--- src/rtl/core/bilinear_rgba_downscaler_macros.svh ---
// Assertion macros for the bilinear RGBA downscaler.
// Depends on nothing; included by the top level only.
`ifndef BILINEAR_RGBA_DOWNSCALER_MACROS_SVH
`define BILINEAR_RGBA_DOWNSCALER_MACROS_SVH

// Same-cycle implication, disabled during reset.
`define BIRD_ASSERT_IMP(label, clk, rst, ante, cons, msg) \
   label: assert property (@(posedge clk) disable iff (rst) (ante) |-> (cons)) else $error(msg);

// Next-cycle implication, disabled during reset.
`define BIRD_ASSERT_NEXT(label, clk, rst, ante, cons, msg) \
   label: assert property (@(posedge clk) disable iff (rst) (ante) |=> (cons)) else $error(msg);

`endif

--- src/rtl/core/bird_pkg.sv ---
// Shared types and constants of the bilinear RGBA downscaler.
// Depends on nothing; used by every module of the block.
package bird_pkg;

   localparam int DEF_MAX_WIDTH  = 256;
   localparam int DEF_MAX_HEIGHT = 256;

   localparam int SIZE_W    = 9;
   localparam int COORD_W   = 8;
   localparam int WORD_W    = 32;
   localparam int CH_W      = 8;
   localparam int FRAC_W    = 16;
   localparam int DIV_W     = 34;
   localparam int CSR_IDX_W = 2;
   localparam int REQ_W     = 48;
   localparam int RSP_W     = 48;
   localparam int QUEUE_DEPTH = 2;

   localparam logic [CSR_IDX_W-1:0] REG_SOURCE_WIDTH  = 2'd0;
   localparam logic [CSR_IDX_W-1:0] REG_SOURCE_HEIGHT = 2'd1;
   localparam logic [CSR_IDX_W-1:0] REG_TARGET_WIDTH  = 2'd2;
   localparam logic [CSR_IDX_W-1:0] REG_TARGET_HEIGHT = 2'd3;

   localparam logic KIND_STORE   = 1'b0;
   localparam logic KIND_COMPUTE = 1'b1;

   typedef struct packed {
      logic                kind;
      logic [COORD_W-1:0]  col;
      logic [COORD_W-1:0]  row;
      logic [WORD_W-1:0]   word;
   } item_type;

   typedef struct packed {
      logic [SIZE_W-1:0] src_w;
      logic [SIZE_W-1:0] src_h;
      logic [SIZE_W-1:0] dst_w;
      logic [SIZE_W-1:0] dst_h;
   } size_cfg_type;

   typedef struct packed {
      logic busy;
      logic pop;
   } back_stat_type;

   typedef struct packed {
      logic valid;
      logic full;
   } queue_stat_type;

endpackage

--- src/rtl/core/bird_queue.sv ---
// Two-entry item queue between front and back end.
// Depends on bird_pkg.
module bird_queue (
   input  logic                     clock,
   input  logic                     reset,
   input  logic                     push,
   input  bird_pkg::item_type       item_in,
   input  logic                     pop,
   output bird_pkg::item_type       item_out,
   output bird_pkg::queue_stat_type stat
);
   import bird_pkg::*;

   item_type   entry_ff [QUEUE_DEPTH];
   logic       wr_ptr_ff, wr_ptr_in;
   logic       rd_ptr_ff, rd_ptr_in;
   logic [1:0] count_ff, count_in;

   always_comb begin
      wr_ptr_in = push ? !wr_ptr_ff : wr_ptr_ff;
      rd_ptr_in = pop  ? !rd_ptr_ff : rd_ptr_ff;
      count_in  = count_ff + 2'(push) - 2'(pop);
   end

   always_ff @(posedge clock) begin
      if (reset) begin
         wr_ptr_ff <= 1'b0;
         rd_ptr_ff <= 1'b0;
         count_ff  <= 2'd0;
      end else begin
         wr_ptr_ff <= wr_ptr_in;
         rd_ptr_ff <= rd_ptr_in;
         count_ff  <= count_in;
      end
   end

   always_ff @(posedge clock) begin
      if (push) begin
         entry_ff[wr_ptr_ff] <= item_in;
      end
   end

   assign item_out   = entry_ff[rd_ptr_ff];
   assign stat.valid = (count_ff != 2'd0);
   assign stat.full  = (count_ff == 2'(QUEUE_DEPTH));

endmodule

--- config.mk ---
export PLATFORM = sky130hd
export DESIGN_NAME = bird_queue
export DESIGN_NICKNAME = d
export VERILOG_FILES = /design/src/rtl/core/bilinear_rgba_downscaler_macros.svh /design/src/rtl/core/bird_pkg.sv /design/src/rtl/core/bird_queue.sv
export SDC_FILE = /design/constraint.sdc
export NUM_CORES = 1
export LEC_CHECK = 0
export BUFFER_PORTS_ARGS = -buffer_cell sky130_fd_sc_hd__buf_2
export CORE_UTILIZATION = 55
export CTS_CLUSTER_DIAMETER = 120
export DETAILED_ROUTE_END_ITERATION = 10
export GPL_ROUTABILITY_DRIVEN = 0
export HOLD_SLACK_MARGIN = 0.05
export PLACE_DENSITY = 0.83
export SLEW_MARGIN = 5
export SYNTH_ARGS = -nofsm -noshare
export SYNTH_HDL_FRONTEND = slang
export SYNTH_SLANG_ARGS = --single-unit
--- constraint.sdc ---
create_clock -name clock -period 5.3 [get_ports clock]
set_input_delay 0 -clock clock [delete_from_list [all_inputs] [get_ports clock]]
set_output_delay 0 -clock clock [all_outputs]
set_load 0.005 [all_outputs]
==> Word level (Yosys, flattened, before mapping) <==
Memory sizes are Yosys's and may differ from the RTL's. A register that Yosys moved wholly into a read port is not among the register bits.
Cells that the tools add are included.
{ "word_totals": {"mem_count": 1, "reg_bits": 4, "output_inout_bits": 51, "word_cells": 14, "mem_bits_rw": 98, "in_bits": 53} }
{ "classes": {"n_mux": 4, "n_eq_ne": 1, "add_sub_neg": 2, "n_reduce_logical": 3} }
{ "mem_list": {"columns": ["memory", "depth", "width", "rd", "rd_clocked_by_memory_dff", "write_ports", "line_no", "source"], "rows": [
  ["entry_ff", 2, 49, 1, 1, 1, "bird_queue.sv:14", "item_type entry_ff [QUEUE_DEPTH];"]
]} }
{ "ops": {"columns": ["op", "n"], "rows": [
  ["two-way mux 1 bit", 4],
  ["adder 2 x 1 -> 2 bit", 1],
  ["equality test 2 bit (second input constant)", 1],
  ["logical NOT 1 bit", 2],
  ["nonzero test 2 bit", 1],
  ["subtractor 2 x 1 -> 2 bit", 1]
]} }

==> Logic depth before layout (Yosys ltp) <==
Gate-level depths: netlist of run 1.
{ "depth": {"word_depth": 3, "depth_mapped": 6, "mapped_depth_nobuf": 6} }

==> Worst setup path after synthesis of run 1 <==
Ideal clock, no wire load.
{ "synth_timing": {"kind": "reg-to-reg", "start": "register wr_ptr_ff", "end": "memory entry_ff[0][0] in the netlist's numbering, enable pin", "t_arrival_ps": 2514, "path_slack_ps": 2324, "path_stages_with_launch": 2, "synth_period_minus_slack_ps": 2976, "cell_sequence": "dfxtp_1 > nor2b_1"} }
{ "synth_lines": {"columns": ["element", "line_no", "source"], "rows": [
  ["start, declared", "bird_queue.sv:15", "logic wr_ptr_ff, wr_ptr_in;"],
  ["start signal, assigned", "bird_queue.sv:31", "wr_ptr_ff <= wr_ptr_in;"],
  ["end, declared", "bird_queue.sv:14", null]
]} }
Straight into the memory's write port.

==> impl_metrics.ini, run 1 <==
[outcome]
outcome = completed

[power_and_ir_drop]
p_per_area_nw_per_um2 = 323
peakVddDrop_uv = 246
leakagePower_nw = 1.98

[floorplan]
core_um2 = 6490
start_util_pct = 58.5
core.rowCount = 29
die_y_um = 85.1
die_x_um = 85.1
dieArea_um2 = 7250
ios = 104

[cells_and_area]
fin_nets = 391
final_layout_size_suffix_gt1_share_pct = 51.0
nFillCells = 355
n_antenna_cell = 0
areaGrowthSynthToFinish_pct = 34.1

[placed_design]
port-buffer-count = 103
hpwlAfterDp_mm = 3.71
dp_slack_ns = 3.51

[timing]
slew_headroom_pct = 21.0
tns_ns = 0
hold_viol_final = 0
fin_crit_ns = 2.03
worst_pin_slew_ns = 1.18
slew_violations = 0
post-route-period-util_pct = 38.4
setup_viol = 0
max_freq_mhz = 492
grt_setup_unrepaired = false
finalClockSkew_ns = 0.00841
worst_slack_ns = 3.27

[clock_tree]
clk_path_buf_depth = 2
cts_tree = yes
cts_root_buffer = clkbuf_8
numClockSinks = 103
hold_buffers = 52
path_clk_slew_ns = 0.10
post_cts_buffers = 0
cts_resized = 0
cts-buffers-inserted = 9
htree_levels = 3
clock_latency_ns = 0.36

[synth]
yosysWarnings = 0
postSynthCellCount = 173
ys_seq_area_share_pct = 80.1
synth_seq_cells = 103
synth.distinct_cells = 15
syn-num-nets = 228
syn_area_per_cell_um2 = 22.0
syn_area_um2 = 3800

[route]
drt-pass1-iter-count = 4
antenna_left = 0
wire_per_inst_um = 16.0
postRouteWirelength_mm = 6.68
num_vias = 2076
drtIter0Drc = 84
avgViaCountPerCell = 4.97
drc = 0

[flow_run]
maxCapViolCount = 0

[global_route]
grt_usage_pct = 19.5
grt_pass1_wl_mm = 10.2
grt_max_degree = 50
grt_pass1_vias = 2149
overflow = 0
antenna_found_initial = 0

[min_path]
min_from = item_in[31]
worst_hold_path_type = input pin to flip-flop

[setup_path]
critPathLaunchType = flip-flop
crit_type = flip-flop to output port
critical_path_arrival_ns = 2.03
end_kind = output port
worst_ep_required_time_ns = 5.30
timing.rr.start = wr_ptr_ff
cp_max_fo = 26
[placed cells by master (no fill, tap or decap), drive strengths merged]
master	Yosys	routed
inv	2	6
or2	1	1
buf	5	105
edfxtp	98	98
xnor2	2	2
dlygate4sd3	0	52
nor2b	3	3
clkbuf	0	9
ha	2	2
xnor3	1	1
nor2	4	4
and2	1	1
clkinv	0	3
mux2	49	49
dfxtp	5	5
[registers in the layout (all words and copies together), names as in the netlist, named ones only]
name and flops:
count_ff 2, entry_ff 98, wr_ptr_ff 1, rd_ptr_ff 1
[report_power, final]
group,switching [mW],internal (mW)
Sequential,0.0211,0.949
Clock,0.276,0.182
Combinational,0.0887,0.129
[cells by family after synthesis]
group                      Yosys count  synth area share [%]
muxes                               49                  15.5
and+or+nand+nor                      9                  1.22
adders and majority gates            2                 0.658
DFF                                103                  80.1
buffers and inverters                7                  1.48
xor gates and xnor gates             3                  1.05
[worst max-delay path, stage by stage, from the launching register on]
cell and delay [ns]:
dfxtp_2 0.69, buf_4 0.46, mux2_2 0.39, buf_2 0.13
[stage by stage]
step	util, %	hold WS [ns]	instance area (µm²)	instances	power, mW
floorplan	-	0.0716	3800	173	1.09
global placement	67.6	0.187	4390	350	1.17
detailed placement	67.6	0.191	4390	350	1.17
CTS	78.5	0.333	5100	418	1.65
global route	78.5	0.344	5100	418	1.71
finish	78.5	0.347	5100	418	1.64
[cells in the mapped netlist]
library cell / count / area share, %
and2_1: 1 / 0.16
buf_4: 3 / 0.59
buf_6: 1 / 0.30
buf_8: 1 / 0.40
dfxtp_1: 5 / 2.6
edfxtp_1: 98 / 77
ha_1: 2 / 0.66
inv_1: 2 / 0.20
mux2_2: 39 / 12
mux2_4: 10 / 4.0
nor2_1: 4 / 0.40
nor2b_1: 3 / 0.49
or2_2: 1 / 0.16
xnor2_1: 2 / 0.46
xnor3_1: 1 / 0.59
[path summary, 6_finish.rpt]
kind	depth (start not counted)	endpoint	slack [ns]
hold reg to reg	2	flip-flop	0.54
setup reg to reg	1	entry_ff[1][12]	3.52
setup / recovery	3	item_out[10]	3.27
hold / removal	2	entry_ff[1][31]	0.35
[layer usage]
layer | wire length [µm] | up-vias | part of all wire, % | global-route usage [%]
met3 | 404 | 11 | 6.0 | 5.06
met1 | 2670 | 976 | 40 | 21.8
met4 | 97 | 0 | 1.5 | 8.32
met2 | 3520 | 88 | 53 | 35.3
li1 | - | 1001 | - | -
met5 | 0 | - | 0 | 0
[area by class of cell]
class | count | area (µm²) | share of cell area [%]
clock buffers | 9 | 124 | 2.43
clock inverters | 7 | 63.8 | 1.25
inverters | 2 | 7.51 | 0.147
multi-input cells | 63 | 709 | 13.9
flip-flops and latches | 103 | 3040 | 59.7
well taps | 77 | 96.3 | 1.89
repair buffers | 157 | 1050 | 20.6
No activity file was read; power rests on OpenSTA's default activity.
==> inputs of run 2 (changes only) <==
- CORE_UTILIZATION: 55 -> 47
- PLACE_DENSITY: 0.83 -> 0.76
- clock period: 5.3 -> 1.8 ns (I/O delays scaled with it)
==> impl_metrics.ini, run 2 (synthesized netlist as in run 1, its figures left out) <==
[power_and_ir_drop]
p_switching_mw = 1.01
p_seq_share_pct = 60.3
leakagePower_nw = 1.99
p_int_mw = 3.68
p_per_area_nw_per_um2 = 908
swShare_pct = 21.5
clock_power_share_pct = 25.1
peakVddDrop_uv = 541
comb_power_share_pct = 14.5

[clock_tree]
cts_root_buffer = clkbuf_8
cts_resized = 0
clk_path_buf_depth = 2
clock_latency_ns = 0.34
htree_levels = 3
numClockSinks = 103
cts-buffers-inserted = 9
cts_tree = yes
hold_buffers = 53
path_clk_slew_ns = 0.09
post_cts_buffers = 0

[timing]
setup_viol = 0
grt_setup_unrepaired = false
worst_pin_slew_ns = 0.444
hold_viol_final = 0
finalClockSkew_ns = 0.00638
post-route-period-util_pct = 81.3
slew_violations = 0
tns_ns = 0
fin_crit_ns = 1.46
slew_headroom_pct = 70.4
max_freq_mhz = 684

[floorplan]
start_util_pct = 48.9
die_y_um = 91.9
core_um2 = 7770
dieArea_um2 = 8450
die_x_um = 91.9
ios = 104
core.rowCount = 32

[setup_path]
worst_ep_required_time_ns = 1.80
critPathMaxStageDelay_ns = 0.38
crit_chain = buf_12 -> mux2_2 -> buf_2
critical_path_arrival_ns = 1.46
critPathLaunchType = flip-flop
critPathBufInv = 2
crit_type = flip-flop to output port
cp_max_fo = 34
critical_path.top_delay_family = multiplexers
cpMaxStageDelayCell = mux2_2
end_kind = output port

[global_route]
grt_max_degree = 35
antenna_found_initial = 0
grt_pass1_vias = 2296
use_met3_pct = 4.56
grt_pass1_wl_mm = 10.6
met2_usage_pct = 30.0
overflow = 0
grt_usage_pct = 16.8
busiest_layer = met2
grt_util_met1_pct = 18.7

[placed_design]
dp.cells = 379
port-buffer-count = 103
hpwlAfterDp_mm = 3.98

[cells_and_area]
nFillCells = 552
areaGrowthSynthToFinish_pct = 36.1
fin_nets = 396
top_regs = entry_ff: 98 flops, count_ff: 2 flops
final_cell_mix = buf_2, edfxtp_1, dlygate4sd3_1
final_common_cell = buf_2
largest_register_ff_count = 98
final_core_util_pct = 66.6
final_layout_size_suffix_gt1_share_pct = 50.4
top_register = entry_ff
final_cells = 447
n_antenna_cell = 0

[route]
postRouteWirelength_mm = 6.50
wire_per_inst_um = 14.5
drc = 0
antenna_left = 0
drtIter0Drc = 106
num_vias = 2131
drt-pass1-iter-count = 4
avgViaCountPerCell = 4.77

[min_path]
worst_hold_path_type = input pin to flip-flop

[flow_run]
maxCapViolCount = 0

[outcome]
outcome = completed
==> run 2: cell count changes in the layout (fill, tap and decap cells not counted), sizes merged <==
cell         delta
dlygate4sd3     +1
clkbuf          +2
clkinv          -1
inv             -4
buf             +4
clkinvlp        +2
==> run 2: cell type report <==
class,instances,area [µm²],share of cell area [%]
Clock buffer,11,131,2.54
Clock inverter,4,23.8,0.460
Inverter,2,7.51,0.145
Multi-Input combinational cell,63,709,13.7
Sequential cell,103,3040,58.9
Tap cell,102,128,2.47
Timing Repair Buffer,162,1130,21.8
==> run 2: power by group through the flow <==
stage / sequential [mW] / clock (mW) / combinational, mW
global placement: 2.88 / 0 / 0.586
finish: 2.83 / 1.18 / 0.683
floorplan: 2.88 / 0 / 0.335
CTS: 2.83 / 1.22 / 0.690
global route: 2.85 / 1.32 / 0.744
detailed placement: 2.89 / 0 / 0.597
==> run 2: final timing paths <==
kind                                   endpoint         from  slack (ns)  cells past startpoint
worst max-delay path               item_out[19]    flip-flop        0.34                      3
worst max register to register      count_ff[1]  count_ff[0]        0.40                      6
worst min register to register        rd_ptr_ff    rd_ptr_ff        0.54                      2
worst min-delay path            entry_ff[1][15]  item_in[15]        0.38                      2
==> run 2: layer usage <==
metal	share of wire (%)	vias to the layer above
li1	-	1006
met1	40	1044
met2	53	72
met3	6.1	9
met4	1.1	0
met5	0	-
==> run 2: through the flow <==
stage	hold WS [ns]	setup slack, ns	cell area [µm²]	total power, mW
after floorplan	0.0716	0.306	3810	3.21
after global placement	0.188	0.467	4490	3.46
after detailed placement	0.191	0.414	4490	3.49
after CTS	0.355	0.323	5170	4.74
after global routing	0.356	0.280	5170	4.91
final	0.381	0.337	5170	4.69
==> run 2: worst register-to-register path: cells and delay by family, from the launching register on <==
kind / cells / cell delay, ns
fa+ha+maj: 2 / 0.40
buf+inv: 2 / 0.12
xor+xnor: 1 / 0.38
flops: 1 / 0.37
simple gates: 1 / 0.08
==> inputs of run 3 (changes only) <==
- clock period: 1.8 -> 1.28 ns (I/O delays scaled with it)
==> impl_metrics.ini, run 3 (synthesized netlist as in run 1, its figures left out) <==
[outcome]
outcome = complete, but fails checks
violations = negative setup slack

[setup_path]
end_kind = output port
critical_path.top_delay_family = flip-flops
cp_max_fo = 25
critical_path_arrival_ns = 1.41
critPathMaxStageDelay_ns = 0.38
critPathBufInv = 2
worst_ep_required_time_ns = 1.28
critPathLaunchType = flip-flop
crit_type = flip-flop to output port
crit_chain = buf_12 -> mux2_2 -> buf_2
cpMaxStageDelayCell = dfxtp_4

[power_and_ir_drop]
p_int_mw = 5.48
swShare_pct = 21.8
peakVddDrop_uv = 762
leakagePower_nw = 2.05
clock_power_share_pct = 27.6
p_per_area_nw_per_um2 = 1310
p_seq_share_pct = 57.0
comb_power_share_pct = 15.5
p_switching_mw = 1.52

[floorplan]
core.rowCount = 32
die_y_um = 91.9
ios = 104
dieArea_um2 = 8450
core_um2 = 7770
die_x_um = 91.9
start_util_pct = 48.9

[timing]
worst_pin_slew_ns = 0.210
max_freq_mhz = 709
setup_viol = 49
slew_violations = 0
worst_slack_ns = -0.131
finalClockSkew_ns = 0.00894
post-route-period-util_pct = 110
slew_headroom_pct = 86.0
grt_setup_unrepaired = true
hold_viol_final = 0
fin_crit_ns = 1.41

[min_path]
worst_hold_path_type = input pin to flip-flop

[global_route]
grt_pass1_wl_mm = 10.9
overflow = 0
grt_pass1_vias = 2304
antenna_found_initial = 0
grt_usage_pct = 17.2
grt_max_degree = 37

[placed_design]
port-buffer-count = 103
hpwlAfterDp_mm = 4.12
dp_slack_ns = -0.0425

[cells_and_area]
final_layout_size_suffix_gt1_share_pct = 52.6
largest_register_ff_count = 98
nFillCells = 531
top_register = entry_ff
fin_nets = 397
n_antenna_cell = 0
final_cell_mix = edfxtp_1, buf_2, dlygate4sd3_1
final_common_cell = edfxtp_1
top_regs = entry_ff: 98 flops, count_ff: 2 flops
final_core_util_pct = 68.9
areaGrowthSynthToFinish_pct = 40.8

[route]
wire_per_inst_um = 15.8
drt-pass1-iter-count = 4
num_vias = 2142
antenna_left = 0
postRouteWirelength_mm = 7.06
avgViaCountPerCell = 4.78
drc = 0
drtIter0Drc = 38

[clock_tree]
clk_path_buf_depth = 2
cts_tree = yes
cts-buffers-inserted = 9
clock_latency_ns = 0.35
htree_levels = 3
cts_root_buffer = clkbuf_8
post_cts_buffers = 0
path_clk_slew_ns = 0.09
numClockSinks = 103

[flow_run]
maxCapViolCount = 0
-- run 3: cell types whose count changed in the layout (fill, tap and decap cells not counted), sizes merged --
| cell | previous run | this run |
|---|---|---|
| bufinv | 0 | 1 |
| buf | 109 | 110 |
| clkinv | 2 | 1 |
| clkbuf | 11 | 10 |
| inv | 2 | 3 |
-- run 3: path summary, 6_finish.rpt --
check                           cells after the start         from               to  slack (ns)
worst max-delay path                                3    flip-flop      item_out[5]       -0.13
worst min register to register                      2    rd_ptr_ff        rd_ptr_ff        0.54
worst max register to register                      3    wr_ptr_ff        wr_ptr_ff        0.07
worst min-delay path                                2  item_in[34]  entry_ff[0][34]        0.37
-- run 3: repair_timing --
item / CTS / global route
setup endpoints to repair: 50 / 50
hold buffers: 53 / 0
pin swaps: 1 / 1
resized for setup: 10 / 9
endpoints found under the hold margin: 103 / 0
-- run 3: metal layers --
| metal | global-route usage, % | wire, µm | part of all wire [%] |
|---|---|---|---|
| met4 | 5.86 | 91 | 1.3 |
| met2 | 31.7 | 3830 | 54 |
| met5 | 0 | 0 | 0 |
| met3 | 3.90 | 337 | 4.8 |
| met1 | 19.6 | 2800 | 40 |
-- run 3: power groups by stage --
stage | sequential [mW] | combinational, mW | clock [mW]
6_report | 3.99 | 1.08 | 1.93
5_1_grt | 4.01 | 1.17 | 2.12
4_1_cts | 3.99 | 1.03 | 1.99
3_5_place_dp | 4.07 | 0.859 | 0
3_3_place_gp | 4.05 | 0.847 | 0
2_1_floorplan | 4.05 | 0.472 | 0
-- run 3: metrics by stage --
| step | std cells | cell area (µm²) | hold slack, ns | TNS (ns) | power, mW |
|---|---|---|---|---|---|
| after floorplan | 173 | 3810 | 0.0642 | -17.02 | 4.52 |
| after global placement | 380 | 4520 | 0.189 | -0.00718 | 4.90 |
| after detailed placement | 380 | 4520 | 0.191 | -0.0425 | 4.93 |
| after CTS | 448 | 5300 | 0.353 | -6.29 | 7.01 |
| after global routing | 448 | 5350 | 0.360 | -8.00 | 7.30 |
| final | 448 | 5350 | 0.372 | -5.10 | 7.00 |
-- run 3: layout make-up --
class | count | area [µm²] | share of cell area, %
clock buffer | 10 | 128 | 2.39
timing repair buffer | 163 | 1240 | 23.1
multi-input combinational | 63 | 742 | 13.9
tap | 102 | 128 | 2.39
sequential | 103 | 3050 | 57.0
clock inverter | 5 | 58.8 | 1.10
inverter | 2 | 7.51 | 0.140
-- run 3: worst reg2reg max path, cell delays in order, from the launching register on --
cell	delay (ns)
dfxtp_2	0.35
xnor2_1	0.15
nor2_1	0.06
dlygate4sd3_1	0.55
